[src/sv/mhid_pkg.sv]
// ----------------------------------------------------------------------------
// mhid_pkg
// Shared types and constants of the max heap block: field widths, status
// codes, datapath operations, controller states and the status bundle.
// ----------------------------------------------------------------------------
package mhid_pkg;

  // default heap depth
  localparam int MHID_CAPACITY = 16;

  // field widths
  localparam int KEY_W      = 32;
  localparam int STATUS_W   = 2;
  localparam int TOTAL_W    = 5;
  localparam int OUT_DATA_W = 40;

  // request kinds
  localparam logic CMD_INSERT = 1'b0;
  localparam logic CMD_DELETE = 1'b1;

  // result status codes
  typedef enum logic [STATUS_W-1:0] {
    ST_DONE      = 2'd0,
    ST_FULL      = 2'd1,
    ST_NOT_FOUND = 2'd2
  } status_code_t;

  // one datapath operation per cycle
  typedef enum logic [4:0] {
    OP_NONE,
    OP_ACCEPT,
    OP_APPEND,
    OP_SCAN_RD,
    OP_SCAN_CMP,
    OP_LAST_RD,
    OP_DEL_WR_POS,
    OP_DEL_WR_LAST,
    OP_OUTER,
    OP_RD_CUR,
    OP_RD_LC,
    OP_RD_RC,
    OP_TAKE_RC,
    OP_WR_CUR,
    OP_WR_BEST,
    OP_RD_TOP,
    OP_RESULT
  } dp_op_t;

  // controller states
  typedef enum logic [4:0] {
    S_IDLE,
    S_DECODE,
    S_APPEND,
    S_SCAN_RD,
    S_SCAN_CMP,
    S_LAST_RD,
    S_DEL_WR_POS,
    S_DEL_WR_LAST,
    S_OUTER,
    S_RD_CUR,
    S_RD_LC,
    S_RD_RC,
    S_TAKE_RC,
    S_WR_CUR,
    S_WR_BEST,
    S_RD_TOP,
    S_RESULT
  } state_t;

  // datapath flags seen by the controller
  typedef struct packed {
    logic cmd_delete;
    logic bad;
    logic scan_match;
    logic scan_last;
    logic k_zero;
    logic best_is_cur;
    logic out_free;
  } dp_status_t;

endpackage

[src/sv/mhid_ctrl.sv]
// ----------------------------------------------------------------------------
// mhid_ctrl
// Sequencer of the heap: walks a request through decode, key search,
// append or swap-out, and the rebuild loop of sift-downs, issuing one
// datapath operation each cycle.
// ----------------------------------------------------------------------------
module mhid_ctrl import mhid_pkg::*; (
  input  logic       clk,
  input  logic       rst,
  input  logic       in_valid,
  output logic       in_ready,
  input  dp_status_t st,
  output dp_op_t     op
);

  state_t state;
  state_t state_next;

  // state register
  always_ff @(posedge clk) begin
    if (rst) begin
      state <= S_IDLE;
    end else begin
      state <= state_next;
    end
  end

  // next state
  always_comb begin
    state_next = state;
    case (state)
      S_IDLE: begin
        if (in_valid) state_next = S_DECODE;
      end
      S_DECODE: begin
        if (st.bad)             state_next = S_RD_TOP;
        else if (st.cmd_delete) state_next = S_SCAN_RD;
        else                    state_next = S_APPEND;
      end
      S_APPEND:      state_next = S_OUTER;
      S_SCAN_RD:     state_next = S_SCAN_CMP;
      S_SCAN_CMP: begin
        if (st.scan_match)     state_next = S_LAST_RD;
        else if (st.scan_last) state_next = S_RD_TOP;
        else                   state_next = S_SCAN_RD;
      end
      S_LAST_RD:     state_next = S_DEL_WR_POS;
      S_DEL_WR_POS:  state_next = S_DEL_WR_LAST;
      S_DEL_WR_LAST: state_next = S_OUTER;
      S_OUTER: begin
        state_next = st.k_zero ? S_RD_TOP : S_RD_CUR;
      end
      S_RD_CUR:      state_next = S_RD_LC;
      S_RD_LC:       state_next = S_RD_RC;
      S_RD_RC:       state_next = S_TAKE_RC;
      S_TAKE_RC:     state_next = S_WR_CUR;
      S_WR_CUR: begin
        state_next = st.best_is_cur ? S_OUTER : S_WR_BEST;
      end
      S_WR_BEST:     state_next = S_RD_CUR;
      S_RD_TOP:      state_next = S_RESULT;
      S_RESULT: begin
        if (st.out_free) state_next = S_IDLE;
      end
      default:       state_next = S_IDLE;
    endcase
  end

  // operation decode
  always_comb begin
    in_ready = 1'b0;
    op       = OP_NONE;
    case (state)
      S_IDLE: begin
        in_ready = 1'b1;
        if (in_valid) op = OP_ACCEPT;
      end
      S_DECODE:      op = OP_NONE;
      S_APPEND:      op = OP_APPEND;
      S_SCAN_RD:     op = OP_SCAN_RD;
      S_SCAN_CMP:    op = OP_SCAN_CMP;
      S_LAST_RD:     op = OP_LAST_RD;
      S_DEL_WR_POS:  op = OP_DEL_WR_POS;
      S_DEL_WR_LAST: op = OP_DEL_WR_LAST;
      S_OUTER:       op = st.k_zero ? OP_NONE : OP_OUTER;
      S_RD_CUR:      op = OP_RD_CUR;
      S_RD_LC:       op = OP_RD_LC;
      S_RD_RC:       op = OP_RD_RC;
      S_TAKE_RC:     op = OP_TAKE_RC;
      S_WR_CUR:      op = st.best_is_cur ? OP_NONE : OP_WR_CUR;
      S_WR_BEST:     op = OP_WR_BEST;
      S_RD_TOP:      op = OP_RD_TOP;
      S_RESULT:      op = st.out_free ? OP_RESULT : OP_NONE;
      default:       op = OP_NONE;
    endcase
  end

endmodule

[src/sv/mhid_dp.sv]
// ----------------------------------------------------------------------------
// mhid_dp
// Heap datapath: key memory with registered read, entry count, search
// pointer, rebuild counter, sift-down node and child registers, and the
// result register toward the output channel.
// ----------------------------------------------------------------------------
module mhid_dp import mhid_pkg::*; #(
  parameter int CAPACITY = MHID_CAPACITY
) (
  input  logic                clk,
  input  logic                rst,
  input  dp_op_t              op,
  input  logic                cmd_in,
  input  logic [KEY_W-1:0]    key_in,
  output dp_status_t          st,
  input  logic                res_ready,
  output logic                res_valid,
  output logic [STATUS_W-1:0] res_status,
  output logic [KEY_W-1:0]    res_top,
  output logic [TOTAL_W-1:0]  res_total
);

  localparam int AW = $clog2(CAPACITY);
  localparam int CW = $clog2(CAPACITY + 1);
  localparam int IW = AW + 2;

  // key memory
  logic [KEY_W-1:0] mem [CAPACITY];
  logic [KEY_W-1:0] rd_data;
  logic             rd_en;
  logic [AW-1:0]    rd_addr;
  logic             wr_en;
  logic [AW-1:0]    wr_addr;
  logic [KEY_W-1:0] wr_data;

  // control registers
  logic [CW-1:0]    count;
  logic             out_valid;

  // working registers
  logic [KEY_W-1:0] key;
  logic             cmd;
  status_code_t     status;
  logic [AW-1:0]    pos;
  logic [CW-1:0]    k;
  logic [AW-1:0]    cur;
  logic [AW-1:0]    best;
  logic [KEY_W-1:0] cur_val;
  logic [KEY_W-1:0] best_val;

  // child indices and bounds
  logic [IW-1:0]    lc_w;
  logic [IW-1:0]    rc_w;
  logic [IW-1:0]    count_w;
  logic             lc_ok;
  logic             rc_ok;
  logic [AW-1:0]    last_idx;
  logic [CW-1:0]    count_inc;
  logic             rd_gt_best;

  assign lc_w       = {1'b0, cur, 1'b1};
  assign rc_w       = {1'b0, cur, 1'b0} + IW'(2);
  assign count_w    = IW'(count);
  assign lc_ok      = lc_w < count_w;
  assign rc_ok      = rc_w < count_w;
  assign last_idx   = AW'(count - CW'(1));
  assign count_inc  = count + CW'(1);
  assign rd_gt_best = $signed(rd_data) > $signed(best_val);

  // memory port selection
  always_comb begin
    rd_en   = 1'b0;
    rd_addr = '0;
    wr_en   = 1'b0;
    wr_addr = '0;
    wr_data = key;
    case (op)
      OP_SCAN_RD: begin
        rd_en   = 1'b1;
        rd_addr = pos;
      end
      OP_LAST_RD: begin
        rd_en   = 1'b1;
        rd_addr = last_idx;
      end
      OP_RD_CUR: begin
        rd_en   = 1'b1;
        rd_addr = cur;
      end
      OP_RD_LC: begin
        rd_en   = lc_ok;
        rd_addr = lc_w[AW-1:0];
      end
      OP_RD_RC: begin
        rd_en   = rc_ok;
        rd_addr = rc_w[AW-1:0];
      end
      OP_RD_TOP: begin
        rd_en   = 1'b1;
        rd_addr = '0;
      end
      OP_APPEND: begin
        wr_en   = 1'b1;
        wr_addr = AW'(count);
        wr_data = key;
      end
      OP_DEL_WR_POS: begin
        wr_en   = 1'b1;
        wr_addr = pos;
        wr_data = rd_data;
      end
      OP_DEL_WR_LAST: begin
        wr_en   = 1'b1;
        wr_addr = last_idx;
        wr_data = key;
      end
      OP_WR_CUR: begin
        wr_en   = 1'b1;
        wr_addr = cur;
        wr_data = best_val;
      end
      OP_WR_BEST: begin
        wr_en   = 1'b1;
        wr_addr = best;
        wr_data = cur_val;
      end
      default: begin
        rd_en = 1'b0;
        wr_en = 1'b0;
      end
    endcase
  end

  // memory array, one write and one registered read
  always_ff @(posedge clk) begin
    if (wr_en) begin
      mem[wr_addr] <= wr_data;
    end
    if (rd_en) begin
      rd_data <= mem[rd_addr];
    end
  end

  // entry count and result valid
  always_ff @(posedge clk) begin
    if (rst) begin
      count     <= '0;
      out_valid <= 1'b0;
    end else begin
      if (op == OP_APPEND) begin
        count <= count_inc;
      end else if (op == OP_DEL_WR_LAST) begin
        count <= count - CW'(1);
      end
      if (op == OP_RESULT) begin
        out_valid <= 1'b1;
      end else if (res_ready) begin
        out_valid <= 1'b0;
      end
    end
  end

  // working registers
  always_ff @(posedge clk) begin
    case (op)
      OP_ACCEPT: begin
        key <= key_in;
        cmd <= cmd_in;
        pos <= '0;
        if (cmd_in == CMD_INSERT && count == CW'(CAPACITY)) begin
          status <= ST_FULL;
        end else if (cmd_in == CMD_DELETE && count == '0) begin
          status <= ST_NOT_FOUND;
        end else begin
          status <= ST_DONE;
        end
      end
      OP_APPEND: begin
        k <= count_inc >> 1;
      end
      OP_SCAN_CMP: begin
        if (rd_data != key) begin
          pos <= pos + AW'(1);
          if (st.scan_last) status <= ST_NOT_FOUND;
        end
      end
      OP_DEL_WR_LAST: begin
        k <= count - CW'(1);
      end
      OP_OUTER: begin
        k   <= k - CW'(1);
        cur <= AW'(k - CW'(1));
      end
      OP_RD_LC: begin
        cur_val  <= rd_data;
        best_val <= rd_data;
        best     <= cur;
      end
      OP_RD_RC: begin
        if (lc_ok && rd_gt_best) begin
          best     <= lc_w[AW-1:0];
          best_val <= rd_data;
        end
      end
      OP_TAKE_RC: begin
        if (rc_ok && rd_gt_best) begin
          best     <= rc_w[AW-1:0];
          best_val <= rd_data;
        end
      end
      OP_WR_BEST: begin
        cur <= best;
      end
      OP_RESULT: begin
        res_status <= status;
        res_top    <= (count != '0) ? rd_data : '0;
        res_total  <= TOTAL_W'(count);
      end
      default: begin
        cur <= cur;
      end
    endcase
  end

  // status toward the controller
  assign st.cmd_delete  = (cmd == CMD_DELETE);
  assign st.bad         = (status != ST_DONE);
  assign st.scan_match  = (rd_data == key);
  assign st.scan_last   = (CW'(pos) + CW'(1) == count);
  assign st.k_zero      = (k == '0);
  assign st.best_is_cur = (best == cur);
  assign st.out_free    = !out_valid || res_ready;

  assign res_valid = out_valid;

  // count stays within the store
  a_count_range: assert property (@(posedge clk) disable iff (rst)
    count <= CW'(CAPACITY))
    else $error("entry count above capacity");

  // an append only happens with a free slot
  a_append_room: assert property (@(posedge clk) disable iff (rst)
    (op == OP_APPEND) |-> (count < CW'(CAPACITY)))
    else $error("append into a full heap");

  // count moves only on append or removal
  a_count_hold: assert property (@(posedge clk) disable iff (rst)
    !(op == OP_APPEND || op == OP_DEL_WR_LAST) |=> $stable(count))
    else $error("entry count changed without append or removal");

  // loading a result raises valid
  a_result_valid: assert property (@(posedge clk) disable iff (rst)
    (op == OP_RESULT) |=> out_valid)
    else $error("result loaded but not presented");

endmodule

[src/sv/max_heap_insert_delete.sv]
// ----------------------------------------------------------------------------
// max_heap_insert_delete
// Binary max heap of signed 32-bit keys with insert and delete-by-key.
//
// Input channel s_*: one request per transfer, s_tuser is the kind
// (insert or delete) and s_tdata the key. Output channel m_*: one result
// per request with status, largest stored key and entry count.
// Requests are taken one at a time; s_tready is high only while the
// sequencer is idle. Every heap access goes through the single read and
// single write port of the key memory, so each step is a state of its own:
//   overhead: accept, decode, read top, load result; append: one write
//   delete: read and compare per entry, read last, write found and last slot
//   rebuild: a step per outer-loop node and a final exit check, then per
//   sift-down level reads of node and both children, compares, a node
//   write, and a write of the child for each swap
// An insert rebuilds nodes n/2-1 down to 0, a delete every node n-1 down
// to 0. Reset empties the heap at once; no clearing pass is needed.
// A result waits in the output register while m_tready is low; the next
// request may be taken meanwhile, and its result waits for the slot.
// ----------------------------------------------------------------------------
module max_heap_insert_delete import mhid_pkg::*; #(
  parameter int CAPACITY = MHID_CAPACITY
) (
  input  logic                  clk,
  input  logic                  rst,
  input  logic                  s_tvalid,
  output logic                  s_tready,
  input  logic [KEY_W-1:0]      s_tdata,   // key
  input  logic [0:0]            s_tuser,   // cmd
  output logic                  m_tvalid,
  input  logic                  m_tready,
  output logic [OUT_DATA_W-1:0] m_tdata    // status, top_value, entry_total, zero pad
);

  dp_op_t                op;
  dp_status_t            st;
  logic [STATUS_W-1:0]   res_status;
  logic [KEY_W-1:0]      res_top;
  logic [TOTAL_W-1:0]    res_total;

  // sequencer
  mhid_ctrl u_ctrl (
    .clk      (clk),
    .rst      (rst),
    .in_valid (s_tvalid),
    .in_ready (s_tready),
    .st       (st),
    .op       (op)
  );

  // heap datapath
  mhid_dp #(
    .CAPACITY (CAPACITY)
  ) u_dp (
    .clk        (clk),
    .rst        (rst),
    .op         (op),
    .cmd_in     (s_tuser[0]),
    .key_in     (s_tdata),
    .st         (st),
    .res_ready  (m_tready),
    .res_valid  (m_tvalid),
    .res_status (res_status),
    .res_top    (res_top),
    .res_total  (res_total)
  );

  // result packing, lowest field first
  assign m_tdata = {1'b0, res_total, res_top, res_status};

endmodule
[config.mk]
export PLATFORM = sky130hd
export DESIGN_NAME = max_heap_insert_delete
export DESIGN_NICKNAME = d
export VERILOG_FILES = /design/src/sv/mhid_pkg.sv /design/src/sv/mhid_ctrl.sv /design/src/sv/mhid_dp.sv /design/src/sv/max_heap_insert_delete.sv
export SDC_FILE = /design/constraint.sdc
export NUM_CORES = 1
export LEC_CHECK = 0
export BUFFER_PORTS_ARGS = -buffer_cell sky130_fd_sc_hd__clkbuf_2
export CAP_MARGIN = 20
export CORE_MARGIN = 2
export CORE_UTILIZATION = 31
export DETAILED_ROUTE_END_ITERATION = 12
export HOLD_SLACK_MARGIN = 0.12
export SLEW_MARGIN = 20
export SYNTH_ARGS = -nofsm -noshare
export SYNTH_HDL_FRONTEND = slang
export SYNTH_SLANG_ARGS = --single-unit
[constraint.sdc]
create_clock -name clk -period 14.52 [get_ports clk]
set_input_delay 2.904 -clock clk [delete_from_list [all_inputs] [get_ports clk]]
set_output_delay 2.904 -clock clk [all_outputs]
set_load 0.1 [all_outputs]
* After elaboration in Yosys (flattened, before gate mapping)
Memories as Yosys holds them, arrays and structs flattened. A register that Yosys moved wholly into a read port is not among the register bits.
Cells that the tools add are included.
** Storage, ports and cells
- Bits in registers :: 166
- RAM bits :: 512
- Bits of input ports :: 37
- Memories kept :: 1
** Cells by class
- $add $sub $neg :: 6
- Order comparisons :: 3
- Equality and inequality tests :: 43
- Multiplexer cells :: 41
- Bitwise operators :: 1
- Reductions and logical operators :: 24
** Memories
- u_dp.mem :: depth 16, width 32, rd ports 1, clocked after memory_dff 1, write ports 1, RTL line mhid_dp.sv:28 : logic [KEY_W-1:0] mem [CAPACITY];
** Operators with widths (count)
- $pmux W32 S3 :: 2
- $pmux W5 S16 :: 2
- $eq A5 B4 Y1 const B :: 16
- $mux W32 :: 2
- $eq A5 B3 Y1 const B :: 8
- $pmux W4 S5 :: 2
- $mux W5 :: 7
- $eq A32 B32 Y1 :: 1
- $gt A32 B32 Y1 :: 1
- $ne A32 B32 Y1 :: 1
- $mux W4 :: 6
- $eq A5 B2 Y1 const B :: 4
- $pmux W4 S2 :: 2
- $eq A5 B5 Y1 const B :: 3
- $logic_not A5 Y1 :: 3
- $pmux W5 S3 :: 1
- $pmux W4 S3 :: 1
- $eq A5 B1 Y1 const B :: 2
- $reduce_bool A2 Y1 :: 5
- $sub A5 B1 Y5 const B :: 2
- $mux W1 :: 8
- $mux W2 :: 4
- $ne A2 B1 Y1 const B :: 4
- $add A5 B2 Y6 const B :: 1
- 22 further kinds :: 30

* Depth between registers and ports, before layout
Gate-level depths: netlist (run 1).
- Depth in word-level cells :: 9
- Mapped depth :: 11
- Mapped depth without buffers :: 9

* Modules after synthesis
From an unflattened synthesis (run 1), not the netlist that was laid out.
** Unflattened totals
- Cell total of the unflattened synthesis :: 2231
- Area total of the unflattened synthesis :: 30067.6 µm²
** By module, submodules not included
- mhid_dp :: instances 1, cells each 2163, area each 29524.6 µm², seq. area each 21110.2 µm²
- mhid_ctrl :: instances 1, cells each 66, area each 531.8 µm², seq. area each 100.1 µm²
- max_heap_insert_delete :: instances 1, cells each 2, area each 11.3 µm², seq. area each 0.0 µm²

* Worst setup path after synthesis (run 1)
No wires, ideal clock.
- Path type :: register to register
- Start :: register u_ctrl.state[1]
- End :: memory u_dp.mem[15][0], enable pin
- Arrival :: 4813 ps
- Required time :: 14019 ps
- Path slack :: 9205 ps
- Stages on the path, launching flop included :: 8
- Clock period less this slack :: 5315 ps
- Cells stage by stage :: dfxtp_1 -> buf_4 -> or3b_1 -> nor2_1 -> nand2_1 -> o211ai_1 -> o22ai_1 -> nor4_1
** Between the ends
- Cells in the longest elaborated chain, start to end :: 7
- Elaborated cells between the ends (all ways) :: 27
- Those cells by class :: 20 x eq/ne; 5 x mux; 2 x reduce/logical
** RTL lines
- from (decl) :: RTL line mhid_ctrl.sv:16 : state_t state;
- from (signal assigned) :: RTL line mhid_ctrl.sv:24 : state <= state_next;
- $eq A5 B5 Y1 (tied with other cells) :: RTL line mhid_ctrl.sv:73 : case (state)
- $pmux W5 S16 (*) :: RTL line mhid_ctrl.sv:73
- $eq A5 B3 Y1 (tied with other cells) :: RTL line mhid_dp.sv:77 : case (op)
- $reduce_or A5 Y1 (no line)
- $mux W1 :: RTL line mhid_dp.sv:77
- $mux W1 :: RTL line mhid_dp.sv:136 : if (wr_en) begin
- $mux W1 (implied by the code) :: RTL line mhid_dp.sv:137 : mem[wr_addr] <= wr_data;
- to (decl) :: RTL line mhid_dp.sv:28
Mark *: on every way between the ends. The rest lies on a longest branch, timed or not.

* Worst setup path in the final report (run 1)
- Start :: register u_ctrl.state[0]
- End :: output port s_tready
** Between the ends
- Cells in the longest elaborated chain, start to end :: 2
** RTL lines
- $logic_not A5 Y1 :: RTL line mhid_ctrl.sv:73
- $mux W1 :: RTL line mhid_ctrl.sv:73
- to (decl) :: RTL line max_heap_insert_delete.sv:27 : output logic s_tready,
Every way passes these cells.

==> flow_summary.ini, run 1 <==
[cells_and_area]
n_antenna_cell = 0
syn_to_final_growth_pct = 14.1
drive_above_1_share_pct = 13.6
final_design_area_no_fill_mm2 = 0.0339
fin_nets = 2206

[critical_path]
path_class = flop to output pin
r2r_slack_ns = 9.76
r2r_end = u_dp.mem[4][1]$_DFFE_PP_
critPathBufInv = 1
crit_fanout = 21
cp-start-kind = flop
path_cells = or2_2, nor2_1, clkbuf_2
endpoint_kind = output pin
slowest_stage = or2_2
ff2ff_path_depth = 8
arrival_ns = 2.38
crit_family = simple AND/OR/NAND/NOR gates
cp_slowest_stage_delay_ns = 0.53
crit_cells = 3
worstReg2RegStart = u_ctrl.state[3]$_SDFFE_PP0P_
crit_start = u_ctrl.state[0]$_SDFFE_PP0P_
required_ns = 11.62
endpoint = s_tready

[pwr]
p_leak_uw = 0.0116
vdd_drop_max_uv = 122
power.density_mw_per_mm2 = 195

[clock_tree]
cts.sinks = 710
ctsHoldBuffers = 0
clk_latency_ns = 0.62
cts_setup_buffers = 0
post_cts_resized = 0
cts_buffers = 70
cts-root-buf = clkbuf_16
cts_buffer_depth = 3
htree_levels = 3
cts_tree = done
clk_pin_slew_ns = 0.06

[floorplanning]
io_pins = 79
fp.dieArea_mm2 = 0.0985
die_h_um = 314
die_x_um = 314
core_mm2 = 0.0950
start_util_pct = 31.3
rows = 113

[global_routing]
grt_max_degree = 185
antenna_found_initial = 1
grt_pass1_wl_um = 113000
grt_pass1_vias = 17400
overflow = 0
grtUsageTotal_pct = 15.3

[synthesis]
avgSynthCellArea_um2 = 14.5
synth-edff-count = 699
async_reset_ff_share_pct = 0
synth_top_area_share_pct = 70.6
ys.flop_type = edfxtp_1
yosys-top-cells-area = edfxtp_1 (71%), nand2_1 (3.3%), a211oi_1 (2.5%)
synth_cells = 2056
synth_fp_nets = 2140
ys_seq_area_share_pct = 71.3
ys_ff_latch = 710
yosysUniqueCellTypes = 62
yosysTopAreaCell = edfxtp_1
syn_area_mm2 = 0.0298
yosysWarnings = 0

[routing]
num_vias = 18000
drc = 0
ant_nets = 0
dr.first_iter.drc_count = 1916
wire_per_inst_um = 22.3
totalWireLength_um = 76900
avgViaCountPerCell = 5.22
drt_first_pass_iters = 8

[outcome]
outcome = finished, final reports clean

[place]
port_buffers = 77
placed_cell_area_mm2 = 0.0317
gp_congestion = 0.839
dp.final_hpwl_um = 42600

[timing]
timing.fmax_mhz = 189
timing.slew.headroom_pct = 25.5
hold_viol_final = 0
finClkSkew_ns = 0.0223
fin_crit_sh_pct = 36.4
finalSetupViolCount = 0
rsz0062_at_grt = no
worst_pin_slew_ns = 1.12
fin_setup_tns_ns = 0
slew_viol_final = 0
period_needed_ns = 5.28

[worst_hold_path]
hold_path_class = flop to flop

[job]
drv_cap = 0
==> sequential cells by signal (all words and copies together), names as in the netlist <==
register,cells
u_ctrl.state,5
u_dp.best,4
u_dp.best_val,32
u_dp.cmd,1
u_dp.count,5
u_dp.cur,4
u_dp.cur_val,32
u_dp.k,5
u_dp.key,32
u_dp.mem,512
u_dp.pos,4
u_dp.rd_data,32
u_dp.res_status,2
u_dp.res_top,32
u_dp.res_total,5
u_dp.res_valid,1
u_dp.status,2
==> cell usage in the layout (no fill, tap or decap), types with 33 or more instances in the layout <==
cell type / instances
edfxtp_1: 699
nand2_1: 261
a211oi_1: 98
clkbuf_2: 77
clkbuf_16: 71
mux2i_1: 63
a31oi_1: 63
nor2_1: 62
and2_1: 50
a21oi_1: 49
ha_1: 47
and2_0: 44
inv_1: 43
xor2_1: 41
buf_4: 39
nor2b_1: 35
and3_1: 34
a222oi_1: 33
==> metal layers <==
| layer | global-route usage [%] | share of wire, % | up-vias |
|---|---|---|---|
| met5 | 0 | 0.020 | - |
| met4 | 5.93 | 3.0 | 2 |
| met3 | 1.91 | 6.5 | 154 |
| met2 | 26.3 | 49 | 666 |
| met1 | 19.8 | 41 | 9115 |
| li1 | - | - | 8032 |
==> how the worst min path moves through the flow <==
stage | startpoint | slack [ns] | end | cells past startpoint
after floorplan | u_dp.count[0]$_SDFFE_PP0P_ | 0.43 | u_dp.res_total[0]$_DFFE_PP_ | 0
after CTS | u_dp.count[4]$_SDFFE_PP0P_ | 0.56 | u_dp.res_total[4]$_DFFE_PP_ | 0
final | u_dp.count[4]$_SDFFE_PP0P_ | 0.56 | u_dp.res_total[4]$_DFFE_PP_ | 0
after detailed placement | u_dp.status[0]$_SDFFCE_PN0P_ | 0.56 | u_dp.res_status[0]$_DFFE_PP_ | 0
after global routing | u_dp.count[4]$_SDFFE_PP0P_ | 0.57 | u_dp.res_total[4]$_DFFE_PP_ | 0
after global placement | u_dp.cmd$_DFFE_PP_ | 0.55 | u_ctrl.state[0]$_SDFFE_PP0P_ | 2
==> synth_stat cells (all sizes together) (18+ instances only) <==
master  number
clkbuf      59
inv         43
o32ai       32
nor3        23
xnor2       18
and2        94
and3        35
a211oi      99
mux2        32
edfxtp     699
nor2b       37
a31oi       63
xor2        41
buf         66
a21oi       56
a221o       31
a222oi      33
ha          47
nor2        75
nand2      261
mux2i       63
==> worst reg2reg max path: stages (launching register included) <==
cell	delay (ns)
dfxtp_1	0.65
inv_1	0.29
or3_1	0.48
nor3_4	0.30
buf_4	0.49
or3_1	0.76
buf_4	0.50
nor2_1	0.08
a21oi_1	0.86
==> report_power, final <==
part           total (uW)  switching, uW  internal [uW]
registers            2980            246           2740
clock network        1770            766           1000
logic                1850           1200            647
==> per-stage QoR <==
stage          hold slack (ns)  setup WS [ns]  power, uW  utilization [%]  instances
2_1_floorplan            0.431           9.21       4210                -       2056
5_1_grt                  0.573           9.15       6910             35.7       3441
4_1_cts                  0.560           9.21       6630             35.7       3440
6_report                 0.561           9.24       6600             35.7       3441
3_3_place_gp             0.545           9.85       4790             33.3       3314
3_5_place_dp             0.562           9.87       4860             33.3       3314
==> cell families after synthesis <==
family / synth area share, %
compound gates: 9.47
xor+xnor: 1.74
fa+ha+maj: 1.98
buf+inv: 2.44
flops: 71.3
mux: 3.33
other cells: 0.0126
simple gates: 9.74
==> area by class of cell <==
type / count / area, um^2
well taps: 1265 / 1580
flip-flops and latches: 710 / 21200
repair buffers: 119 / 717
multi-input cells: 1178 / 8040
clock buffers: 88 / 1850
inverters: 43 / 161
fillers: 8982 / 61100
clock inverters: 38 / 375
Note: power is estimated with default switching activity, not from simulation.
==> run 2, diff against run 1 <==
==> constraint.sdc (replaced) <==
create_clock -name clk -period 5.3 [get_ports clk]
set_input_delay 1.06 -clock clk [delete_from_list [all_inputs] [get_ports clk]]
set_output_delay 1.06 -clock clk [all_outputs]
set_load 0.1 [all_outputs]
==> flow_summary.ini, run 2 (synthesis gave the netlist of run 1 again) <==
[global_routing]
grt_pass1_vias = 17900
grtUsageTotal_pct = 15.3
antenna_found_initial = 2
grt_pass1_wl_um = 114000
overflow = 0
grt_max_degree = 94

[clock_tree]
cts.sinks = 710
ctsHoldBuffers = 0
cts_buffer_depth = 3
post_cts_resized = 0
cts-root-buf = clkbuf_16
htree_levels = 3
cts_tree = done
clk_pin_slew_ns = 0.06
cts_buffers = 72
clk_latency_ns = 0.64
cts_setup_buffers = 0

[critical_path]
r2r_end = u_dp.mem[0][18]$_DFFE_PP_
endpoint = u_dp.mem[0][18]$_DFFE_PP_
worstReg2RegStart = u_ctrl.state[1]$_SDFFE_PP0P_
cp-start-kind = flop
r2r_slack_ns = 0.98
crit_start = u_ctrl.state[1]$_SDFFE_PP0P_
arrival_ns = 4.60
crit_fanout = 34
required_ns = 5.57
path_class = flop to flop
endpoint_kind = flop
ff2ff_path_depth = 7

[place]
gp_congestion = 0.856
port_buffers = 77
place_ws_ns = 1.13
dp.final_hpwl_um = 47500

[pwr]
pwr-share-comb_pct = 28.6
seq_power_share_pct = 44.6
clockPowerShare_pct = 26.8
p_sw_share_pct = 34.3
vdd_drop_max_uv = 312
power.density_mw_per_mm2 = 538
p_sw_uw = 6330
p_leak_uw = 0.0118
intPower_uw = 12100

[cells_and_area]
final_common_cell = edfxtp_1
layout_common_cells = edfxtp_1 (699), nand2_1 (261), a211oi_1 (98)
fin_nets = 2229
syn_to_final_growth_pct = 15.4
largest_register = u_dp.mem
drive_above_1_share_pct = 14.3
largest_reg_flops = 512

[timing]
fin_crit_sh_pct = 81.6
fin_setup_tns_ns = 0
rsz0062_at_grt = no
worst_pin_slew_ns = 1.11
hold_viol_final = 0
slew_viol_final = 0
finClkSkew_ns = 0.0317
period_needed_ns = 4.32
finalSetupViolCount = 0
timing.slew.headroom_pct = 25.8
timing.fmax_mhz = 231
setup_slack_ns = 0.976

[routing]
dr.first_iter.drc_count = 1776
drt_first_pass_iters = 8
drc = 0
num_vias = 17900
wire_per_inst_um = 22.1
totalWireLength_um = 76800
avgViaCountPerCell = 5.17
ant_nets = 0

[floorplanning]
rows = 113
die_x_um = 314
die_h_um = 314
fp.dieArea_mm2 = 0.0985
core_mm2 = 0.0950
start_util_pct = 31.3
io_pins = 79

[job]
drv_cap = 0

[worst_hold_path]
hold_path_class = flop to flop

[outcome]
outcome = finished, final reports clean
run 2: cell types whose count changed in the layout (fill, tap and decap cells not counted), moves of 2 or more:
| cell | before | now |
|---|---|---|
| diode_2 | 0 | 2 |
| buf_8 | 0 | 2 |
| buf_4 | 39 | 52 |
| inv_6 | 3 | 0 |
| clkinv_16 | 1 | 5 |
| clkinv_1 | 13 | 19 |
| buf_12 | 1 | 8 |
run 2: metal layers:
| layer | wire (um) | global-route usage, % | vias up |
|---|---|---|---|
| li1 | - | - | 8092 |
| met1 | 32900 | 20.6 | 9031 |
| met2 | 36500 | 25.1 | 684 |
| met3 | 5120 | 2.51 | 126 |
| met4 | 2170 | 5.48 | 0 |
| met5 | 0 | 0 | - |
run 2: critical path: stages, from the launching register on:
cell and delay [ns]:
dfxtp_1 0.77, nand3b_1 0.49, nor2_2 0.41, buf_4 0.43
or3_1 0.66, buf_4 0.29, nor2_1 0.05, a21oi_1 0.85
run 2: layout make-up:
type	instances	area [um^2]
Fill cell	8977	60700
Sequential cell	710	21200
Multi-Input combinational cell	1178	8050
Clock buffer	89	1880
Tap cell	1265	1580
Timing Repair Buffer	140	993
Clock inverter	42	445
Inverter	43	161
Antenna cell	2	5.00
run 2: power by group through the flow:
stage	combinational, uW	sequential (uW)	clock (uW)
after floorplan	3630	7910	0
after CTS	5280	8210	5040
after global routing	5760	8290	5260
final	5280	8240	4950
after global placement	5140	8310	0
after detailed placement	5260	8320	0
run 2: how the worst min path moves through the flow:
stage	start	to	cells after the start
global route	u_dp.status[1]$_SDFFCE_PN1P_	u_dp.res_status[1]$_DFFE_PP_	0
CTS	u_dp.status[0]$_SDFFCE_PN0P_	u_dp.res_status[0]$_DFFE_PP_	0
finish	u_dp.status[0]$_SDFFCE_PN0P_	u_dp.res_status[0]$_DFFE_PP_	0
global placement	u_dp.status[0]$_SDFFCE_PN0P_	u_dp.res_status[0]$_DFFE_PP_	0
floorplan	u_dp.count[0]$_SDFFE_PP0P_	u_dp.res_total[0]$_DFFE_PP_	0
detailed placement	u_dp.status[0]$_SDFFCE_PN0P_	u_dp.res_status[0]$_DFFE_PP_	0
run 2: stage by stage:
stage                     cells  utilization (%)  instance area [um^2]  hold WS (ns)  total power (uW)
final                      3469             36.1                 34300         0.537             18500
after CTS                  3465             36.0                 34200         0.548             18500
after global routing       3467             36.1                 34300         0.581             19300
after detailed placement   3334             33.6                 31900         0.534             13600
after floorplan            2056                -                 29800         0.431             11500
after global placement     3332             33.6                 31900         0.520             13500
